--- src/design/dip_pkg.sv ---
// ----------------------------------------------------------------------------
// dip_pkg
// Shared types and constants of the decimal integer parser.
// ----------------------------------------------------------------------------
package dip_pkg;

   localparam int VALUE_WIDTH = 64;
   localparam int DATA_WIDTH  = 64;
   localparam int PROD_WIDTH  = VALUE_WIDTH + 4;
   localparam int CSR_INDEX_WIDTH = 1;

   localparam logic [VALUE_WIDTH-1:0] SIGNED_TOP = {1'b1, {(VALUE_WIDTH-1){1'b0}}};
   localparam logic [VALUE_WIDTH-1:0] VALUE_MASK = {VALUE_WIDTH{1'b1}};

   localparam logic [CSR_INDEX_WIDTH-1:0] CSR_SIGNED_MODE = 1'd0;
   localparam logic [CSR_INDEX_WIDTH-1:0] CSR_MAX_VALUE   = 1'd1;

   localparam logic [1:0] ST_OK       = 2'd0;
   localparam logic [1:0] ST_NONE     = 2'd1;
   localparam logic [1:0] ST_OVF      = 2'd2;
   localparam logic [1:0] ST_LEADZERO = 2'd3;

   localparam logic [7:0] CH_ZERO  = 8'h30;
   localparam logic [7:0] CH_NINE  = 8'h39;
   localparam logic [7:0] CH_PLUS  = 8'h2B;
   localparam logic [7:0] CH_MINUS = 8'h2D;

endpackage

--- src/design/dip_if.sv ---
// ----------------------------------------------------------------------------
// dip_req_if / dip_rsp_if
// Byte input channel and parsed result channel of the decimal integer parser.
// ----------------------------------------------------------------------------
interface dip_req_if;
   logic       valid;
   logic       ready;
   logic [7:0] ch;
   logic       last;

   modport source (output valid, output ch, output last, input ready);
   modport sink   (input valid, input ch, input last, output ready);
endinterface

interface dip_rsp_if;
   logic        valid;
   logic        ready;
   logic [63:0] value;
   logic [1:0]  status;
   logic        byte_taken;

   modport source (output valid, output value, output status, output byte_taken,
                   input ready);
   modport sink   (input valid, input value, input status, input byte_taken,
                   output ready);
endinterface

--- src/design/decimal_integer_parser.sv ---
// ----------------------------------------------------------------------------
// decimal_integer_parser
// Parses ASCII decimal integers, one byte per transaction, with sign handling,
// leading zero rejection and overflow detection against a configured limit.
// Throughput: one byte per cycle while the result channel is not stalled,
// set by the single accumulate step (value*10+digit and its compare with
// the limit) between input and result registers. Reset (synchronous,
// active high) empties both stages, returns the token state to idle and
// sets unsigned mode with an all-ones maximum.
// ----------------------------------------------------------------------------
module decimal_integer_parser
   import dip_pkg::*;
(
   input  logic                       clock,
   input  logic                       reset,
   dip_req_if.sink                    req_chan,
   dip_rsp_if.source                  rsp_chan,
   input  logic                       csr_write_enable,
   input  logic [CSR_INDEX_WIDTH-1:0] csr_index,
   input  logic [DATA_WIDTH-1:0]      csr_write_data
);

   typedef enum logic [1:0] {
      PH_IDLE,
      PH_SIGN,
      PH_ZERO,
      PH_DIGITS
   } phase_type;

   // configuration
   logic                   signed_mode_ff;
   logic [VALUE_WIDTH-1:0] umax_ff;

   // input stage
   logic       s1_valid_ff;
   logic [7:0] s1_ch_ff;
   logic       s1_last_ff;

   // token state
   phase_type              phase_ff, phase_in;
   logic [VALUE_WIDTH-1:0] acc_ff, acc_in;
   logic                   neg_ff, neg_in;
   logic                   ovf_ff, ovf_in;

   // result stage
   logic                  o_valid_ff;
   logic [DATA_WIDTH-1:0] o_value_ff, o_value_in;
   logic [1:0]            o_status_ff, o_status_in;
   logic                  o_taken_ff, o_taken_in;
   logic                  emit;

   logic                   advance;
   logic                   dig;
   logic                   is_sign;
   logic [3:0]             digit;
   logic [VALUE_WIDTH-1:0] limit;
   logic [PROD_WIDTH-1:0]  acc_wide;
   logic [PROD_WIDTH-1:0]  prod;
   logic                   over;
   logic [VALUE_WIDTH-1:0] acc_step;
   logic                   ovf_step;
   logic [VALUE_WIDTH-1:0] signed_val;

   assign advance        = s1_valid_ff & (~o_valid_ff | rsp_chan.ready);
   assign req_chan.ready = ~s1_valid_ff | advance;

   assign rsp_chan.valid      = o_valid_ff;
   assign rsp_chan.value      = o_value_ff;
   assign rsp_chan.status     = o_status_ff;
   assign rsp_chan.byte_taken = o_taken_ff;

   assign dig     = (s1_ch_ff >= CH_ZERO) && (s1_ch_ff <= CH_NINE);
   assign is_sign = signed_mode_ff && ((s1_ch_ff == CH_PLUS) || (s1_ch_ff == CH_MINUS));
   assign digit   = dig ? 4'(s1_ch_ff - CH_ZERO) : 4'd0;

   // accumulate step, value*10+digit checked against the limit
   always_comb begin
      if (signed_mode_ff) begin
         limit = neg_ff ? SIGNED_TOP : SIGNED_TOP - VALUE_WIDTH'(1);
      end else begin
         limit = umax_ff;
      end
      acc_wide = PROD_WIDTH'(acc_ff);
      prod     = (acc_wide << 3) + (acc_wide << 1) + PROD_WIDTH'(digit);
      over     = prod > PROD_WIDTH'(limit);
      if (ovf_ff || over) begin
         acc_step = acc_ff;
      end else begin
         acc_step = prod[VALUE_WIDTH-1:0];
      end
      ovf_step = ovf_ff | over;
   end

   // token control
   always_comb begin
      phase_in    = phase_ff;
      acc_in      = acc_ff;
      neg_in      = neg_ff;
      ovf_in      = ovf_ff;
      emit        = 1'b0;
      o_status_in = ST_OK;
      o_taken_in  = 1'b0;
      unique case (phase_ff)
         PH_IDLE, PH_SIGN: begin
            if ((phase_ff == PH_IDLE) && is_sign) begin
               neg_in   = (s1_ch_ff == CH_MINUS);
               phase_in = PH_SIGN;
               if (s1_last_ff) begin
                  emit        = 1'b1;
                  o_status_in = ST_NONE;
               end
            end else if (!dig) begin
               emit        = 1'b1;
               o_status_in = ST_NONE;
            end else begin
               acc_in   = acc_step;
               ovf_in   = ovf_step;
               phase_in = (digit == 4'd0) ? PH_ZERO : PH_DIGITS;
               if (s1_last_ff) begin
                  emit       = 1'b1;
                  o_taken_in = 1'b1;
               end
            end
         end
         PH_ZERO: begin
            emit = 1'b1;
            if (dig) begin
               o_status_in = ST_LEADZERO;
               o_taken_in  = 1'b1;
            end
         end
         PH_DIGITS: begin
            if (!dig) begin
               emit = 1'b1;
            end else begin
               acc_in = acc_step;
               ovf_in = ovf_step;
               if (s1_last_ff) begin
                  emit       = 1'b1;
                  o_taken_in = 1'b1;
               end
            end
         end
      endcase

      if ((o_status_in == ST_OK) && ovf_in) begin
         o_status_in = ST_OVF;
      end
      signed_val = neg_in ? (VALUE_WIDTH'(0) - acc_in) : acc_in;
      o_value_in = (o_status_in == ST_OK) ? DATA_WIDTH'(signed_val) : '0;

      if (emit) begin
         phase_in = PH_IDLE;
         acc_in   = '0;
         neg_in   = 1'b0;
         ovf_in   = 1'b0;
      end
   end

   always_ff @(posedge clock) begin
      if (reset) begin
         signed_mode_ff <= 1'b0;
         umax_ff        <= VALUE_MASK;
         s1_valid_ff    <= 1'b0;
         phase_ff       <= PH_IDLE;
         acc_ff         <= '0;
         neg_ff         <= 1'b0;
         ovf_ff         <= 1'b0;
         o_valid_ff     <= 1'b0;
      end else begin
         if (csr_write_enable) begin
            unique case (csr_index)
               CSR_SIGNED_MODE: signed_mode_ff <= csr_write_data[0];
               CSR_MAX_VALUE: begin
                  if ((csr_write_data >> VALUE_WIDTH) != '0) begin
                     umax_ff <= VALUE_MASK;
                  end else begin
                     umax_ff <= csr_write_data[VALUE_WIDTH-1:0];
                  end
               end
            endcase
         end

         if (req_chan.valid && req_chan.ready) begin
            s1_valid_ff <= 1'b1;
            s1_ch_ff    <= req_chan.ch;
            s1_last_ff  <= req_chan.last;
         end else if (advance) begin
            s1_valid_ff <= 1'b0;
         end

         if (advance) begin
            phase_ff <= phase_in;
            acc_ff   <= acc_in;
            neg_ff   <= neg_in;
            ovf_ff   <= ovf_in;
         end

         if (advance && emit) begin
            o_valid_ff  <= 1'b1;
            o_value_ff  <= o_value_in;
            o_status_ff <= o_status_in;
            o_taken_ff  <= o_taken_in;
         end else if (rsp_chan.ready) begin
            o_valid_ff <= 1'b0;
         end
      end
   end

endmodule
--- src/flat_wrapper.sv ---
// flat-port wrapper written by rule: the top's interface ports become plain ports
module decimal_integer_parser_flat import dip_pkg::*;
  (clock, reset, csr_write_enable, csr_index, csr_write_data, req_chan_valid, req_chan_ch, req_chan_last, req_chan_ready, rsp_chan_valid, rsp_chan_value, rsp_chan_status, rsp_chan_byte_taken, rsp_chan_ready);
  dip_req_if req_chan_i ();
  dip_rsp_if rsp_chan_i ();
  input  logic clock;
  input  logic reset;
  input  logic csr_write_enable;
  input  logic [CSR_INDEX_WIDTH-1:0] csr_index;
  input  logic [DATA_WIDTH-1:0] csr_write_data;
  input wire logic [$bits(req_chan_i.valid)-1:0] req_chan_valid;
  input wire logic [$bits(req_chan_i.ch)-1:0] req_chan_ch;
  input wire logic [$bits(req_chan_i.last)-1:0] req_chan_last;
  output wire logic [$bits(req_chan_i.ready)-1:0] req_chan_ready;
  output wire logic [$bits(rsp_chan_i.valid)-1:0] rsp_chan_valid;
  output wire logic [$bits(rsp_chan_i.value)-1:0] rsp_chan_value;
  output wire logic [$bits(rsp_chan_i.status)-1:0] rsp_chan_status;
  output wire logic [$bits(rsp_chan_i.byte_taken)-1:0] rsp_chan_byte_taken;
  input wire logic [$bits(rsp_chan_i.ready)-1:0] rsp_chan_ready;
  assign req_chan_i.valid = req_chan_valid;
  assign req_chan_i.ch = req_chan_ch;
  assign req_chan_i.last = req_chan_last;
  assign req_chan_ready = req_chan_i.ready;
  assign rsp_chan_valid = rsp_chan_i.valid;
  assign rsp_chan_value = rsp_chan_i.value;
  assign rsp_chan_status = rsp_chan_i.status;
  assign rsp_chan_byte_taken = rsp_chan_i.byte_taken;
  assign rsp_chan_i.ready = rsp_chan_ready;
  decimal_integer_parser u_core (.clock(clock), .reset(reset), .req_chan(req_chan_i), .rsp_chan(rsp_chan_i), .csr_write_enable(csr_write_enable), .csr_index(csr_index), .csr_write_data(csr_write_data));
endmodule
--- config.mk ---
export PLATFORM = sky130hd
export DESIGN_NAME = decimal_integer_parser_flat
export DESIGN_NICKNAME = d
export VERILOG_FILES = /design/src/design/dip_pkg.sv /design/src/design/dip_if.sv /design/src/design/decimal_integer_parser.sv /design/src/flat_wrapper.sv
export SDC_FILE = /design/constraint.sdc
export NUM_CORES = 1
export LEC_CHECK = 0
export ABC_AREA = 1
export BUFFER_PORTS_ARGS = -buffer_cell sky130_fd_sc_hd__buf_2
export CORE_MARGIN = 1
export CORE_UTILIZATION = 30
export DETAILED_ROUTE_END_ITERATION = 6
export PLACE_DENSITY = 0.45
export RECOVER_POWER = 100
export SLEW_MARGIN = 10
export SYNTH_ARGS = -nofsm -noshare
export SYNTH_HDL_FRONTEND = slang
export SYNTH_SLANG_ARGS = --single-unit
--- constraint.sdc ---
create_clock -name clock -period 18.4 [get_ports clock]
set_input_delay 4.6 -clock clock [delete_from_list [all_inputs] [get_ports clock]]
set_output_delay 4.6 -clock clock [all_outputs]
set_load 0.01 [all_outputs]
==> out/summary.md <==
Global routing
• GR met2 Demand/Resource: 0.324
• GRT Total Usage: 0.214
• largest net degree at the start of global routing: 68
• number of antenna violations at the first check in global routing: 0
• global routing usage on met3: 0.0210
• routing usage on met1: 0.324
• remaining global-route overflow: 0
• wire length of the first global-routing pass: 104,000 microns
• busiest layer in global routing: met2
• number of global-route vias before repair: 17,641

Worst setup path
• most numerous cell on the critical path: sky130_fd_sc_hd__nand2_1
• peak fanout along the critical path: 67
• arrival time worst endpoint: 12,070 ps
• slowest library cell on the worst path: sky130_fd_sc_hd__clkbuf_1
• Worst setup EP type: flop
• path depth of the worst reg2reg path: 39
• category of the critical setup timing path: reg -> reg
• startpoint type of the worst setup path: flop
• critical path data required time: 18,830 ps
• Worst path max stage delay: 1900 ps

Timing
• Period minus WS final: 11,640 ps
• slew of the pin with the lowest slew margin: 3690 ps
• Slew Viols, Final: 456
• normalized max-slew margin: -1.46
• worst-case setup margin in the final layout: 6760 ps
• final clock skew: 10.8 ps
• highest clock rate: 85.9 MHz
• Final Setup Violations: 0
• unrepaired setup endpoints after global routing: no
• total negative slack for setup checks: 0 ps
• number of endpoints with negative hold slack in the final report: 0
• fin crit share: 0.633

Detailed routing
• number of nets with antenna violations after routing: 0
• average vias per placed instance: 4.90
• 1st-pass router iterations: 5
• detailed-route wire length per cell: 18.1 microns
• Via Count: 18,379
• number of DRC markers after the initial detailed-route iteration: 1,162
• Routed WL: 67,900 microns
• drt drc: 0

Hold path
• Min-Delay Path Depth: 2
• Min-Delay Path Class: reg -> reg

Job
• Max Cap Viol: 8

Synthesis
• number of storage elements in the synthesis netlist: 211
• most area-consuming cells after synthesis: sky130_fd_sc_hd__nand2_1, sky130_fd_sc_hd__dfxtp_1, sky130_fd_sc_hd__ha_1
• mean area per synthesized cell: 6.45 sq um
• number of flops mapped to enable cells by yosys: 76
• total nets after synthesis: 3,119
• Yosys top cell by area: sky130_fd_sc_hd__nand2_1
• cell with the most instances after synthesis: sky130_fd_sc_hd__nand2_1
• Seq/Total Area, Yosys: 0.272
• number of different library cells in the post-synthesis netlist: 50
• number of warnings reported in the yosys synthesis log: 0
• mapped cell area: 18,300 sq um
• async set-reset flop share out of synthesis: 0
• instance count of the mapped netlist: 2,846
• top cell type's share of synthesized area: 0.182
• top_reg_cell synth: sky130_fd_sc_hd__dfxtp_1
• top post-synthesis cells by count: sky130_fd_sc_hd__nand2_1, sky130_fd_sc_hd__inv_1, sky130_fd_sc_hd__nor2_1, sky130_fd_sc_hd__a21oi_1, sky130_fd_sc_hd__ha_1

Clock network
• number of clock buffers inserted by TritonCTS: 27
• post-CTS sizing: 0
• CTS clk-pin slew, worst paths: 60 ps
• library cell used as clock root buffer: sky130_fd_sc_hd__clkbuf_16
• clock tree from TritonCTS: done
• CTS sink count: 211
• post-cts hold buffer count: 0
• largest buffer count on any clock path: 3
• clock latency of the later-clocked register in the worst-skew pair: 570 ps
• htree depth: 1
• post-CTS setup buffer count: 0

Placement
• GP Congestion: 0.958
• number of cells after detailed placement: 3,701
• HPWL after detailed placement: 55,700 microns
• area post-placement: 19,800 sq um
• worst setup slack after placement: 8790 ps
• total of buffers placed on input and output ports: 147

Floorplanning
• Std-Cell Rows: 90
• horizontal extent of the die: 249 microns
• Placeable Area: 60,400 sq um
• effective utilization at floorplan: 0.304
• number of top-level pins: 148
• vertical extent of the die: 249 microns
• DIE AREA: 62,200 sq um

Run status
• result of the run: complete, but fails checks
• violations in the final reports: max-capacitance violations, max-slew violations

Final layout
• fraction of final layout cells sized beyond drive strength 1: 0.0660
• Inserted Diodes: 0
• final instance count without filler cells: 3,751
• total non-filler cell area in the finished layout: 20,500 sq um
• post-layout net count: 3,221
• area overhead of the layout relative to synthesis: 11.7%

Power and ir drop
• Leakage: 0.0106 uW
• fraction of power consumed by the clock network: 0.467
• Power Internal: 855 uW
• VDD IR max: 0.0588 mV
• power share of the sequential group: 0.436
• Switching Share: 0.266
• net switching power of the design: 309 uW
• part of the total power dissipated in combinational logic: 0.097
• Pwr Total: 1160 uW
• Power Density: 56.8 nW/um^2

routing by layer:
| layer | part of all wire | vias to the layer above | wire length (microns) |
|---|---|---|---|
| li1 | - | 9514 | - |
| met1 | 0.51 | 8326 | 34900 |
| met2 | 0.42 | 475 | 28200 |
| met3 | 0.052 | 64 | 3500 |
| met4 | 0.019 | 0 | 1270 |
| met5 | 0 | - | 0 |
registers in the layout, indices dropped and copies added (netlist names):
name                        count
u_core.acc_ff                  64
u_core.rsp_chan.value          64
u_core.umax_ff                 64
u_core.s1_ch_ff                 8
u_core.phase_ff                 2
u_core.rsp_chan.status          2
u_core.neg_ff                   1
u_core.ovf_ff                   1
u_core.rsp_chan.byte_taken      1
u_core.rsp_chan.valid           1
u_core.s1_last_ff               1
u_core.s1_valid_ff              1
u_core.signed_mode_ff           1
logic make-up (layout without fill, tap and decap cells):
kind of cell,count (synthesis),count (layout),share of synthesized area
AOI/OAI and AO/OA,452,452,0.134
and+or+nand+nor,1485,1485,0.339
DFF,211,211,0.272
adders and majority gates,194,194,0.133
buffers and inverters,449,572,0.0957
xor gates and xnor gates,55,55,0.0263
power by group through the flow:
stage          Sequential (uW)  Combinational (uW)  Clock (uW)
5_1_grt                    509                 128         581
4_1_cts                    507                 117         562
3_3_place_gp               517                 116           0
6_report                   507                 113         544
3_5_place_dp               517                 117           0
2_1_floorplan              518                72.8           0
critical path: cells and delay by family (launching register included):
| family | cells | cell delay [ps] |
|---|---|---|
| DFF | 1 | 380 |
| adders and majority gates | 3 | 1200 |
| buffers and inverters | 4 | 3220 |
| AOI/OAI and AO/OA | 5 | 2560 |
| xor gates and xnor gates | 1 | 500 |
| and+or+nand+nor | 26 | 3580 |
layout make-up:
class / instances / area [sq um]
Fill cell: 6740 / 39900
Multi-Input combinational cell: 2186 / 11500
Sequential cell: 211 / 4980
Inverter: 359 / 1350
Tap cell: 782 / 978
Clock buffer: 38 / 810
Timing Repair Buffer: 163 / 738
Clock inverter: 12 / 98.8
worst paths after layout:
| path | start | end | slack, ps |
|---|---|---|---|
| worst max-delay path | u_core.s1_ch_ff[2] | u_core.rsp_chan.value[58] | 6760 |
| worst min-delay path | u_core.umax_ff[23] | u_core.umax_ff[23] | 460 |
| worst max register to register | u_core.s1_ch_ff[2] | u_core.rsp_chan.value[58] | 6760 |
| worst min register to register | u_core.umax_ff[23] | u_core.umax_ff[23] | 460 |
metrics by stage:
stage          hold slack (ps)   util
2_1_floorplan              437      -
3_3_place_gp               450  0.328
6_report                   463  0.340
3_5_place_dp               450  0.328
5_1_grt                    488  0.340
4_1_cts                    468  0.343
placed cells by master, fill, tap and decap left out, drive strengths merged, types with 9 or more instances in the layout:
cell	n
a21oi	224
a31oi	9
buf	85
clkbuf	116
dfxtp	135
edfxtp	76
ha	192
inv	362
nand2	912
nand3	168
nand3b	9
nand4	72
nor2	293
nor3	17
o21ai	180
o21bai	12
xnor2	19
xor2	36
Power figures use the tool's default switching activity.
